`config.mk`:
```
export PLATFORM = sky130hd
export DESIGN_NAME = delta_list_insert_top
export DESIGN_NICKNAME = d
export VERILOG_FILES = /design/src/rtl/dli_pkg.sv /design/src/rtl/dli_ram.sv /design/src/rtl/dli_ctrl.sv /design/src/rtl/delta_list_insert_top.sv
export SDC_FILE = /design/constraint.sdc
export NUM_CORES = 1
export LEC_CHECK = 0
export ABC_AREA = 1
export BUFFER_PORTS_ARGS = -buffer_cell sky130_fd_sc_hd__buf_2
export CAP_MARGIN = 0
export CORE_AREA = 2 2 290 292
export CTS_CLUSTER_SIZE = 20
export DETAILED_ROUTE_END_ITERATION = 6
export DIE_AREA = 0 0 292 294
export SETUP_SLACK_MARGIN = 0.15
export SLEW_MARGIN = 30
export SYNTH_ARGS = -nofsm -noshare
export SYNTH_HDL_FRONTEND = slang
export SYNTH_SLANG_ARGS = --single-unit
```
`constraint.sdc`:
```
create_clock -name clk_i -period 7 [get_ports clk_i]
set_input_delay 1.4 -clock clk_i [delete_from_list [all_inputs] [get_ports clk_i]]
set_output_delay 1.4 -clock clk_i [all_outputs]
set_load 0.02 [all_outputs]
```
`src/rtl/dli_pkg.sv`:
```
// ----------------------------------------------------------------------------
// dli_pkg
// Shared field widths, beat layouts and the result record of the delta list
// insert block.
// ----------------------------------------------------------------------------
package dli_pkg;

  localparam int unsigned NODE_INDEX_W   = 4;
  localparam int unsigned DELAY_W        = 16;
  localparam int unsigned STORED_DELTA_W = 16;
  localparam int unsigned RANK_W         = 4;

  localparam int unsigned IN_TDATA_W  = 24;
  localparam int unsigned OUT_TDATA_W = 24;

  typedef struct packed {
    logic                      at_tail;
    logic [RANK_W-1:0]         rank;
    logic [STORED_DELTA_W-1:0] stored_delta;
  } dli_result_t;

endpackage

```
`src/rtl/dli_ram.sv`:
```
// ----------------------------------------------------------------------------
// dli_ram
// Simple dual-port synchronous RAM: one write port, one read port with a
// registered read. No reset of the contents.
// ----------------------------------------------------------------------------
module dli_ram #(
  parameter int unsigned DEPTH = 16,
  parameter int unsigned WIDTH = 26,
  localparam int unsigned AW   = $clog2(DEPTH)
) (
  input  logic             clk_i,
  input  logic             we_i,
  input  logic [AW-1:0]    waddr_i,
  input  logic [WIDTH-1:0] wdata_i,
  input  logic [AW-1:0]    raddr_i,
  output logic [WIDTH-1:0] rdata_o
);

  logic [WIDTH-1:0] mem_q [DEPTH];
  logic [WIDTH-1:0] rdata_q;

  always_ff @(posedge clk_i) begin
    if (we_i) begin
      mem_q[waddr_i] <= wdata_i;
    end
    rdata_q <= mem_q[raddr_i];
  end

  assign rdata_o = rdata_q;

endmodule

```
`src/rtl/dli_ctrl.sv`:
```
// ----------------------------------------------------------------------------
// dli_ctrl
// Insert sequencer: walks the list through the node RAM one node per cycle,
// fetches the neighbor that gets relinked, then writes back the new node, the
// successor and the neighbor one entry per cycle.
// ----------------------------------------------------------------------------
module dli_ctrl
  import dli_pkg::*;
#(
  parameter int unsigned NODES       = 16,
  parameter int unsigned DELTA_WIDTH = 16,
  localparam int unsigned IW         = $clog2(NODES),
  localparam int unsigned LW         = $clog2(NODES + 1),
  localparam int unsigned CW         = $clog2(NODES + 1)
) (
  input  logic                   clk_i,
  input  logic                   rst_ni,
  input  logic                   req_valid_i,
  output logic                   req_ready_o,
  input  logic [IW-1:0]          req_node_i,
  input  logic [DELTA_WIDTH-1:0] req_rem_i,
  output logic                   res_valid_o,
  input  logic                   res_ready_i,
  output dli_result_t            res_o
);

  localparam logic [LW-1:0] LINK_NONE = LW'(NODES);
  localparam logic [CW-1:0] CNT_MAX   = CW'(NODES);

  typedef struct packed {
    logic [DELTA_WIDTH-1:0] delta;
    logic [LW-1:0]          nxt;
    logic [LW-1:0]          prv;
  } word_t;

  localparam int unsigned WW = $bits(word_t);

  typedef enum logic [2:0] {
    ST_IDLE,
    ST_WALK,
    ST_LOAD,
    ST_WR_N,
    ST_WR_CUR,
    ST_WR_C,
    ST_DONE
  } state_e;

  function automatic logic [LW-1:0] link_of(input logic [LW-1:0] v);
    return (v < LINK_NONE) ? v : LINK_NONE;
  endfunction

  state_e                 state_q, state_d;
  logic [LW-1:0]          n_q, n_d;
  logic [DELTA_WIDTH-1:0] rem_q, rem_d;
  logic [CW-1:0]          steps_q, steps_d;
  logic [LW-1:0]          cur_q, cur_d;
  logic [LW-1:0]          c_q, c_d;
  logic                   ins_q, ins_d;
  word_t                  cur_word_q, cur_word_d;
  word_t                  c_word_q, c_word_d;
  logic [LW-1:0]          head_q, head_d;
  logic [LW-1:0]          tail_q, tail_d;
  logic [CW-1:0]          cnt_q, cnt_d;

  logic [IW-1:0] rd_addr;
  logic [WW-1:0] rd_data;
  word_t         rd_word;
  logic          we;
  logic [LW-1:0] upd_idx;
  word_t         upd_init;
  word_t         upd_word;
  logic [LW-1:0] nxt_link;
  logic [CW-1:0] steps_inc;
  logic [31:0]   rem_ext;
  logic [31:0]   steps_ext;

  dli_ram #(
    .DEPTH (NODES),
    .WIDTH (WW)
  ) u_ram (
    .clk_i   (clk_i),
    .we_i    (we),
    .waddr_i (upd_idx[IW-1:0]),
    .wdata_i (upd_word),
    .raddr_i (rd_addr),
    .rdata_o (rd_data)
  );

  assign rd_word   = word_t'(rd_data);
  assign nxt_link  = link_of(rd_word.nxt);
  assign steps_inc = steps_q + CW'(1);

  always_comb begin
    state_d    = state_q;
    n_d        = n_q;
    rem_d      = rem_q;
    steps_d    = steps_q;
    cur_d      = cur_q;
    c_d        = c_q;
    ins_d      = ins_q;
    cur_word_d = cur_word_q;
    c_word_d   = c_word_q;
    head_d     = head_q;
    tail_d     = tail_q;
    cnt_d      = cnt_q;
    rd_addr    = cur_q[IW-1:0];
    we         = 1'b0;
    upd_idx    = n_q;
    upd_init   = c_word_q;
    res_valid_o = 1'b0;
    case (state_q)
      ST_IDLE: begin
        if (req_valid_i) begin
          n_d     = LW'(req_node_i);
          rem_d   = req_rem_i;
          steps_d = '0;
          if (cnt_q == '0 || link_of(head_q) == LINK_NONE) begin
            ins_d   = 1'b0;
            c_d     = LINK_NONE;
            state_d = ST_LOAD;
          end else begin
            cur_d   = head_q;
            rd_addr = head_q[IW-1:0];
            state_d = ST_WALK;
          end
        end
      end
      ST_WALK: begin
        if (rem_q < rd_word.delta) begin
          ins_d      = 1'b1;
          cur_word_d = rd_word;
          c_d        = link_of(rd_word.prv);
          rd_addr    = c_d[IW-1:0];
          state_d    = ST_LOAD;
        end else begin
          rem_d   = rem_q - rd_word.delta;
          steps_d = steps_inc;
          if (steps_inc >= cnt_q || nxt_link == LINK_NONE) begin
            ins_d   = 1'b0;
            c_d     = link_of(tail_q);
            rd_addr = c_d[IW-1:0];
            state_d = ST_LOAD;
          end else begin
            cur_d   = nxt_link;
            rd_addr = nxt_link[IW-1:0];
          end
        end
      end
      ST_LOAD: begin
        c_word_d = rd_word;
        state_d  = ST_WR_N;
      end
      ST_WR_N: begin
        we      = 1'b1;
        upd_idx = n_q;
        state_d = ST_WR_CUR;
      end
      ST_WR_CUR: begin
        we       = ins_q;
        upd_idx  = cur_q;
        upd_init = cur_word_q;
        state_d  = ST_WR_C;
      end
      ST_WR_C: begin
        we      = (c_q != LINK_NONE);
        upd_idx = c_q;
        if (c_q == LINK_NONE) begin
          head_d = n_q;
        end
        if (!ins_q) begin
          tail_d = n_q;
        end
        if (cnt_q < CNT_MAX) begin
          cnt_d = cnt_q + CW'(1);
        end
        state_d = ST_DONE;
      end
      ST_DONE: begin
        res_valid_o = 1'b1;
        if (res_ready_i) begin
          state_d = ST_IDLE;
        end
      end
      default: begin
        state_d = ST_IDLE;
      end
    endcase
  end

  // Apply the link updates in insert order to the entry being written back.
  always_comb begin
    upd_word = upd_init;
    if (ins_q) begin
      if (upd_idx == cur_q) begin
        upd_word.delta = cur_word_q.delta - rem_q;
      end
      if (upd_idx == n_q) begin
        upd_word.delta = rem_q;
        upd_word.prv   = c_q;
        upd_word.nxt   = cur_q;
      end
      if (upd_idx == cur_q) begin
        upd_word.prv = n_q;
      end
    end else begin
      if (upd_idx == n_q) begin
        upd_word.delta = rem_q;
        upd_word.prv   = c_q;
        upd_word.nxt   = LINK_NONE;
      end
    end
    if (upd_idx == c_q && c_q != LINK_NONE) begin
      upd_word.nxt = n_q;
    end
  end

  always_comb begin
    rem_ext            = 32'(rem_q);
    steps_ext          = 32'(steps_q);
    res_o.stored_delta = rem_ext[STORED_DELTA_W-1:0];
    res_o.rank         = steps_ext[RANK_W-1:0];
    res_o.at_tail      = ~ins_q;
  end

  assign req_ready_o = (state_q == ST_IDLE);

  always_ff @(posedge clk_i or negedge rst_ni) begin
    if (!rst_ni) begin
      state_q <= ST_IDLE;
      head_q  <= LINK_NONE;
      tail_q  <= LINK_NONE;
      cnt_q   <= '0;
    end else begin
      state_q <= state_d;
      head_q  <= head_d;
      tail_q  <= tail_d;
      cnt_q   <= cnt_d;
    end
  end

  always_ff @(posedge clk_i) begin
    n_q        <= n_d;
    rem_q      <= rem_d;
    steps_q    <= steps_d;
    cur_q      <= cur_d;
    c_q        <= c_d;
    ins_q      <= ins_d;
    cur_word_q <= cur_word_d;
    c_word_q   <= c_word_d;
  end

endmodule

```
`src/rtl/delta_list_insert_top.sv`:
```
// ----------------------------------------------------------------------------
// delta_list_insert_top
// Delta list insert over a fixed node pool held in one node RAM.
//
//   channel   dir   beat contents
//   s_axis    in    one insert request: node index and absolute delay
//   m_axis    out   one result: stored delta, rank, tail flag
//
// An insert walks at most NODES nodes (none for an empty list); the walk
// reads one RAM entry per cycle and the write-back stores up to three entries
// through the single write port.
// A result waits in the output register while the next request is taken.
// Reset clears the list to empty; the RAM contents need no clearing.
// ----------------------------------------------------------------------------
module delta_list_insert_top
  import dli_pkg::*;
#(
  parameter int unsigned NODES       = 16,
  parameter int unsigned DELTA_WIDTH = 16
) (
  input  logic                   clk_i,
  input  logic                   rst_ni,
  input  logic                   s_axis_tvalid,
  output logic                   s_axis_tready,
  // [3:0] node_index, [19:4] delay, [23:20] zero
  input  logic [IN_TDATA_W-1:0]  s_axis_tdata,
  output logic                   m_axis_tvalid,
  input  logic                   m_axis_tready,
  // [15:0] stored_delta, [19:16] rank, [20] at_tail, [23:21] zero
  output logic [OUT_TDATA_W-1:0] m_axis_tdata
);

  localparam int unsigned IW = $clog2(NODES);
  localparam logic [32:0] DELTA_MAX = (33'd1 << DELTA_WIDTH) - 33'd1;

  logic [NODE_INDEX_W-1:0] node_index;
  logic [DELAY_W-1:0]      delay;
  logic [8:0]              idx_red;
  logic [31:0]             delay_ext;
  logic [DELTA_WIDTH-1:0]  rem;
  logic                    res_valid;
  logic                    res_ready;
  dli_result_t             res;
  logic                    out_valid_q;
  dli_result_t             out_res_q;

  assign node_index = s_axis_tdata[NODE_INDEX_W-1:0];
  assign delay      = s_axis_tdata[NODE_INDEX_W +: DELAY_W];

  always_comb begin
    idx_red = 9'(node_index);
    for (int i = 0; i < 8; i++) begin
      if (idx_red >= 9'(NODES)) begin
        idx_red = idx_red - 9'(NODES);
      end
    end
  end

  always_comb begin
    delay_ext = 32'(delay);
    if (delay_ext > DELTA_MAX[31:0]) begin
      rem = DELTA_MAX[DELTA_WIDTH-1:0];
    end else begin
      rem = delay_ext[DELTA_WIDTH-1:0];
    end
  end

  dli_ctrl #(
    .NODES       (NODES),
    .DELTA_WIDTH (DELTA_WIDTH)
  ) u_ctrl (
    .clk_i       (clk_i),
    .rst_ni      (rst_ni),
    .req_valid_i (s_axis_tvalid),
    .req_ready_o (s_axis_tready),
    .req_node_i  (idx_red[IW-1:0]),
    .req_rem_i   (rem),
    .res_valid_o (res_valid),
    .res_ready_i (res_ready),
    .res_o       (res)
  );

  assign res_ready = ~out_valid_q | m_axis_tready;

  always_ff @(posedge clk_i or negedge rst_ni) begin
    if (!rst_ni) begin
      out_valid_q <= 1'b0;
    end else if (res_ready) begin
      out_valid_q <= res_valid;
    end
  end

  always_ff @(posedge clk_i) begin
    if (res_ready && res_valid) begin
      out_res_q <= res;
    end
  end

  assign m_axis_tvalid = out_valid_q;
  assign m_axis_tdata  = OUT_TDATA_W'(out_res_q);

endmodule

```
## Word level (Yosys, flattened, before mapping)

Memories as Yosys holds them, arrays and structs flattened. A register that Yosys moved wholly into a read port is not among the register bits.
Index checks and enable logic that the tools add are counted.

| cells by class | value |
|---|---|
| bitwise logic cells | 3 |
| magnitude comparators | 7 |
| $add $sub $neg | 4 |
| muxes and demuxes | 48 |
| equality and inequality tests | 20 |
| $mul | 0 |
| div/mod/pow operators | 0 |
| shift operators | 0 |
| reduce and logical (&&, ||, !) cells | 16 |

Operators with widths:

| kind | number |
|---|---|
| 26-bit two-way mux | 4 |
| 5-bit two-way mux | 16 |
| 16-bit two-way mux | 3 |
| 5-bit one-hot mux with 2 select lines | 4 |
| 16-bit one-hot mux with 2 select lines | 1 |
| 16-bit subtractor | 2 |
| 5-bit < comparator (second input constant) | 5 |
| 3-bit one-hot mux with 7 select lines | 1 |
| 16-bit < comparator | 1 |
| 4-bit two-way mux | 4 |
| 5-bit equality test (second input constant) | 3 |
| 3-bit two-way mux | 4 |
| 5-bit by 1-bit adder with 5-bit output (second input constant) | 2 |
| 5-bit equality test | 2 |
| 2-bit != test (second input constant) | 5 |
| 2-bit AND reduction | 5 |
| 3-bit equality test (second input constant) | 3 |
| 4-bit one-hot mux with 2 select lines | 1 |
| 1-bit two-way mux | 7 |
| 3-bit by 2-bit equality test with 1-bit output (second input constant) | 2 |
| 3-bit AND reduction | 2 |
| 5-bit by 4-bit equality test with 1-bit output | 1 |
| 5-bit >= comparator | 1 |
| 5-bit zero test | 1 |
| other kinds (15) | 18 |

| storage, ports and cells | value |
|---|---|
| memories kept | 1 |
| bits in registers | 128 |
| memory bits (read-only) | 0 |
| output and inout bits | 26 |
| RAM bits | 416 |
| logic and storage cells | 119 |
| latch bits | 0 |
| input port bits | 28 |

Memory list:

| memory | words | bits a word | rd ports | clocked after Yosys merged registers in | wr ports | line | text |
|---|---|---|---|---|---|---|---|
| u_ctrl.u_ram.mem_q | 16 | 26 | 1 | 1 | 1 | dli_ram.sv:19 | `logic [WIDTH-1:0] mem_q [DEPTH];` |

## Longest topological paths before layout

| logic depth | value |
|---|---|
| depth in word-level cells | 8 |
| depth in mapped cells | 26 |
| mapped depth without buffers | 24 |

## Cells and area by module

Synthesis repeated with hierarchy kept, for this count alone.

| unflattened totals | value |
|---|---|
| cell total of the unflattened synthesis | 2,734 |
| area total of the unflattened synthesis | 26,426.6 um^2 |

By module, submodules not included:

| module | area each (um^2) | instances | seq. area each (um^2) | cells each |
|---|---|---|---|---|
| dli_ram | 18,313.8 | 1 | 13,012.5 | 1,727 |
| dli_ctrl | 7,410.9 | 1 | 3,095.5 | 976 |
| delta_list_insert_top | 701.9 | 1 | 655.6 | 31 |

## Least setup slack after synthesis

OpenSTA, ideal clock, no wires.

| timing path | value |
|---|---|
| kind | reg-to-reg |
| from | register u_ctrl.rem_q[3] |
| to | register u_ctrl.rem_q[0], enable pin |
| period minus slack after synthesis | 3,451 ps |
| data arrival time | 3,110 ps |
| buffers on the path | 1 |
| library setup time | 341 ps |
| cell stages (with the launch flop) | 11 |
| slack | 3,549 ps |
| cell sequence | edfxtp_1 -> ha_1 -> or2_0 -> nand3_1 -> nand2_1 -> nand2_1 -> nand2_1 -> buf_4 -> nor2_1 -> or2_2 -> inv_1 |

| on the way | value |
|---|---|
| word-level cells in the longest chain between the ends | 3 |

Ends and longest elaborated chain:

| item | line | text |
|---|---|---|
| from (decl) | dli_ctrl.sv:54 | `logic [DELTA_WIDTH-1:0] rem_q, rem_d;` |
| from (signal assigned) | dli_ctrl.sv:243 | `rem_q <= rem_d;` |
| 16-bit < comparator | dli_ctrl.sv:129 | `if (rem_q < rd_word.delta) begin` |
| 2-bit != test (no source line) | -- |  |
| 3-bit AND reduction (no source line) | -- |  |

Every way passes these cells.
A chain may end at the register's enable or synchronous reset.

## Worst setup path in the final report

| timing path | value |
|---|---|
| from | register u_ctrl.rem_q[0] |
| to | register u_ctrl.u_ram.rdata_q[21] (netlist: u_ctrl.u_ram.rdata_o[21]), read port of u_ctrl.u_ram.mem_q |

| on the way | value |
|---|---|
| word-level cells in the longest chain between the ends | 3 |

Ends and longest elaborated chain:

| item | line | text |
|---|---|---|
| 16-bit < comparator | dli_ctrl.sv:129 |  |
| 4-bit two-way mux | dli_ctrl.sv:129 |  |
| 4-bit one-hot mux with 2 select lines | dli_ctrl.sv:111 | `case (state_q)` |
| to (decl) | dli_ram.sv:20 | `logic [WIDTH-1:0] rdata_q;` |

Every way passes these cells.

==> results.ini <==
[detailed_routing]
routedWlPerCell_um=18.74
viasPerCell=4.916
highest_layer=met4
drtAntennaViolNets=0
drc=0
vias=17190
totalWireLength_mm=65.50
routed-wl-met3_mm=4.027
wl_met2_mm=32.03
met1_length_mm=28.00
drt_iter0_markers=1423
first_pass_iters=5

[worst_setup_path]
worstSetupPathType=flop to flop
required_ns=7.50
critPathCaptureType=flop
cp_max_fo=94
cp-start-kind=flop
crit_arrival_ns=5.10

[sta]
setup_viol=0
whs_ns=0.4627
final_max_slew_viol_count=0
setup_tns_ns=0
worst_pin_slew_ns=0.9402
period_minus_slack_ns=4.597
relSlewSlack_pct=37.32
final_hold_viol_count=0
skew_ns=0.01699
max_freq_mhz=217.5
finalCritPeriodShare_pct=65.67
rsz0062_at_grt=no

[layout]
fin_nets=2439
drive_gt1_share_pct=9.892
antenna_cells=0
final_cell_mix=nand2_1, nand3_1, edfxtp_1
fillerInstances=8115
post-route-util_pct=34.81
layout_commonest_cell=nand2_1
area_growth_syn_to_layout_pct=13.77

[global_routing]
grt_first_pass_wirelength_mm=99.13
grt_max_degree=210
grt_pass1_vias=16300
track_usage_pct=15.02
antenna_found_initial=0
gr-total-overflow=0

[clocking]
cts_resized=0
cts-root-buf=clkbuf_16
cts_buffer_depth=3
path_clk_slew_ns=0.06
clk_latency_ns=0.62
post-cts-setup-buffers=0
cts_sinks=570
cts_hold_buf=0
cts_made_buffers=55
h-tree-depth=2
cts_tree=done

[synth]
synth_edf_count=525
synth_ff_type=edfxtp_1
synth_cell_types=56
yosysSeqAreaShare_pct=66.09
synthTopCellsByArea=edfxtp_1, nand3_1, nand2_1
yosys.area.top_type=edfxtp_1
yosysWarnings=0
synthCells=2345
syn_area_sq_mm=0.02536
synth_top_area_share_pct=62.16
async_flop_share_pct=3.333
syn_avg_cell_area_sq_um=10.82
synth-seq-cells=570

[die]
fp.dieH_um=294
die_w_um=292
rows=106
initial_core_util_pct=30.60
dieArea_sq_mm=0.08585
core_sq_mm=0.08289
ioPinCount=54

[run]
maxCapViolCount=0

[placed_design]
gp_congestion=0.8941
dp_hpwl_mm=36.90
numPortBuffers=46

[run_status]
status=completed

[worst_hold_path]
hold_path_class=flop to flop

worst max-delay path: stages (launching register included):
cell and delay [ns]:
edfxtp_1 0.41, inv_1 0.06, ha_1 0.22, fa_1 0.41
inv_1 0.07, nand2_1 0.05, nand2_1 0.10, nand3_1 0.08
nand2_1 0.19, nand2_1 0.17, nand2_1 0.32, nand2_1 0.09
nand2_1 0.12, nand2_1 0.11, nand2_4 0.38, nand2_8 0.39
buf_16 0.35, buf_4 0.34, nand2_1 0.09, nand3_1 0.06
nand3_1 0.12, nand2_1 0.07, nand2_1 0.06, nand2_1 0.06
metal layers:
layer  global-route usage (%)  vias to the layer above
met3                    2.334                      105
li1                         -                     8261
met5                        0                        -
met2                    26.02                      545
met4                    3.759                        0
met1                    19.63                     8277
flip-flops by register name (all words and copies together), names as in the netlist:
register,cells
u_ctrl.c_q,5
m_axis_tvalid,1
u_ctrl.state_q,3
u_ctrl.cur_q,5
u_ctrl.cur_word_q,26
u_ctrl.u_ram.rdata_o,26
u_ctrl.rem_q,16
u_ctrl.cnt_q,5
m_axis_tdata,21
u_ctrl.u_ram.mem_q,416
u_ctrl.ins_q,1
u_ctrl.steps_q,5
u_ctrl.c_word_q,26
u_ctrl.tail_q,5
u_ctrl.n_q,4
u_ctrl.head_q,5
per-stage QoR:
step | instance area (sq um) | setup WS [ns] | cells
3_3_place_gp | 26750 | 2.296 | 3385
2_1_floorplan | 25370 | 3.549 | 2347
3_5_place_dp | 26950 | 2.448 | 3392
6_report | 28860 | 2.403 | 3496
5_1_grt | 28860 | 1.999 | 3496
4_1_cts | 28820 | 2.395 | 3495
area by class of cell:
| type | instances | area (sq um) | share of cell area [%] |
|---|---|---|---|
| Multi-Input combinational cell | 1518 | 7609 | 26.37 |
| Timing Repair Buffer | 92 | 752.0 | 2.606 |
| Inverter | 133 | 501.7 | 1.739 |
| Clock buffer | 71 | 1528 | 5.294 |
| Tap cell | 1080 | 1351 | 4.683 |
| Sequential cell | 570 | 16760 | 58.10 |
| Clock inverter | 32 | 350.3 | 1.214 |
final timing paths:
kind	startpoint	to	slack, ns	depth (start not counted)
setup / recovery	u_ctrl.rem_q[0]$_DFFE_PP_	u_ctrl.u_ram.rdata_o[21]$_DFF_P_	2.40	23
hold / removal	u_ctrl.u_ram.rdata_o[19]$_DFF_P_	u_ctrl.c_word_q[19]$_DFFE_PP_	0.46	0
setup reg to reg	u_ctrl.rem_q[0]$_DFFE_PP_	u_ctrl.u_ram.rdata_o[21]$_DFF_P_	2.40	23
hold reg to reg	u_ctrl.u_ram.rdata_o[19]$_DFF_P_	u_ctrl.c_word_q[19]$_DFFE_PP_	0.46	0
max in group asynchronous	rst_ni	u_ctrl.head_q[4]$_DFFE_PN1P_	5.95	1
min in group asynchronous	rst_ni	u_ctrl.cnt_q[2]$_DFFE_PN0P_	0.72	1
cell families (layout without fill, tap and decap cells):
family	count (synthesis)	after routing	share of synthesized area (%)
AOI/OAI and AO/OA	150	150	3.503
xor gates and xnor gates	33	33	1.140
adders and majority gates	41	41	2.082
buffers and inverters	259	328	4.647
DFF	570	570	66.09
muxes	4	4	0.1579
other	1	3	0.01479
and+or+nand+nor	1287	1287	22.36
Yosys cell counts, types with 10 or more instances:
master    instances
nand2_1         596
nand3_1         564
edfxtp_1        525
inv_1           120
nor2_1           89
o21ai_0          60
buf_2            49
clkbuf_1         41
ha_1             39
a21oi_1          35
dfxtp_1          26
xor2_1           21
buf_4            20
dfrtp_1          17
xnor2_1          12
inv_2            11
nor3_1           10
o21ai_1          10
Power is left out: the tool's default activity adds up to more than one toggle a clock period on the data nets, which glitch-free logic cannot reach.
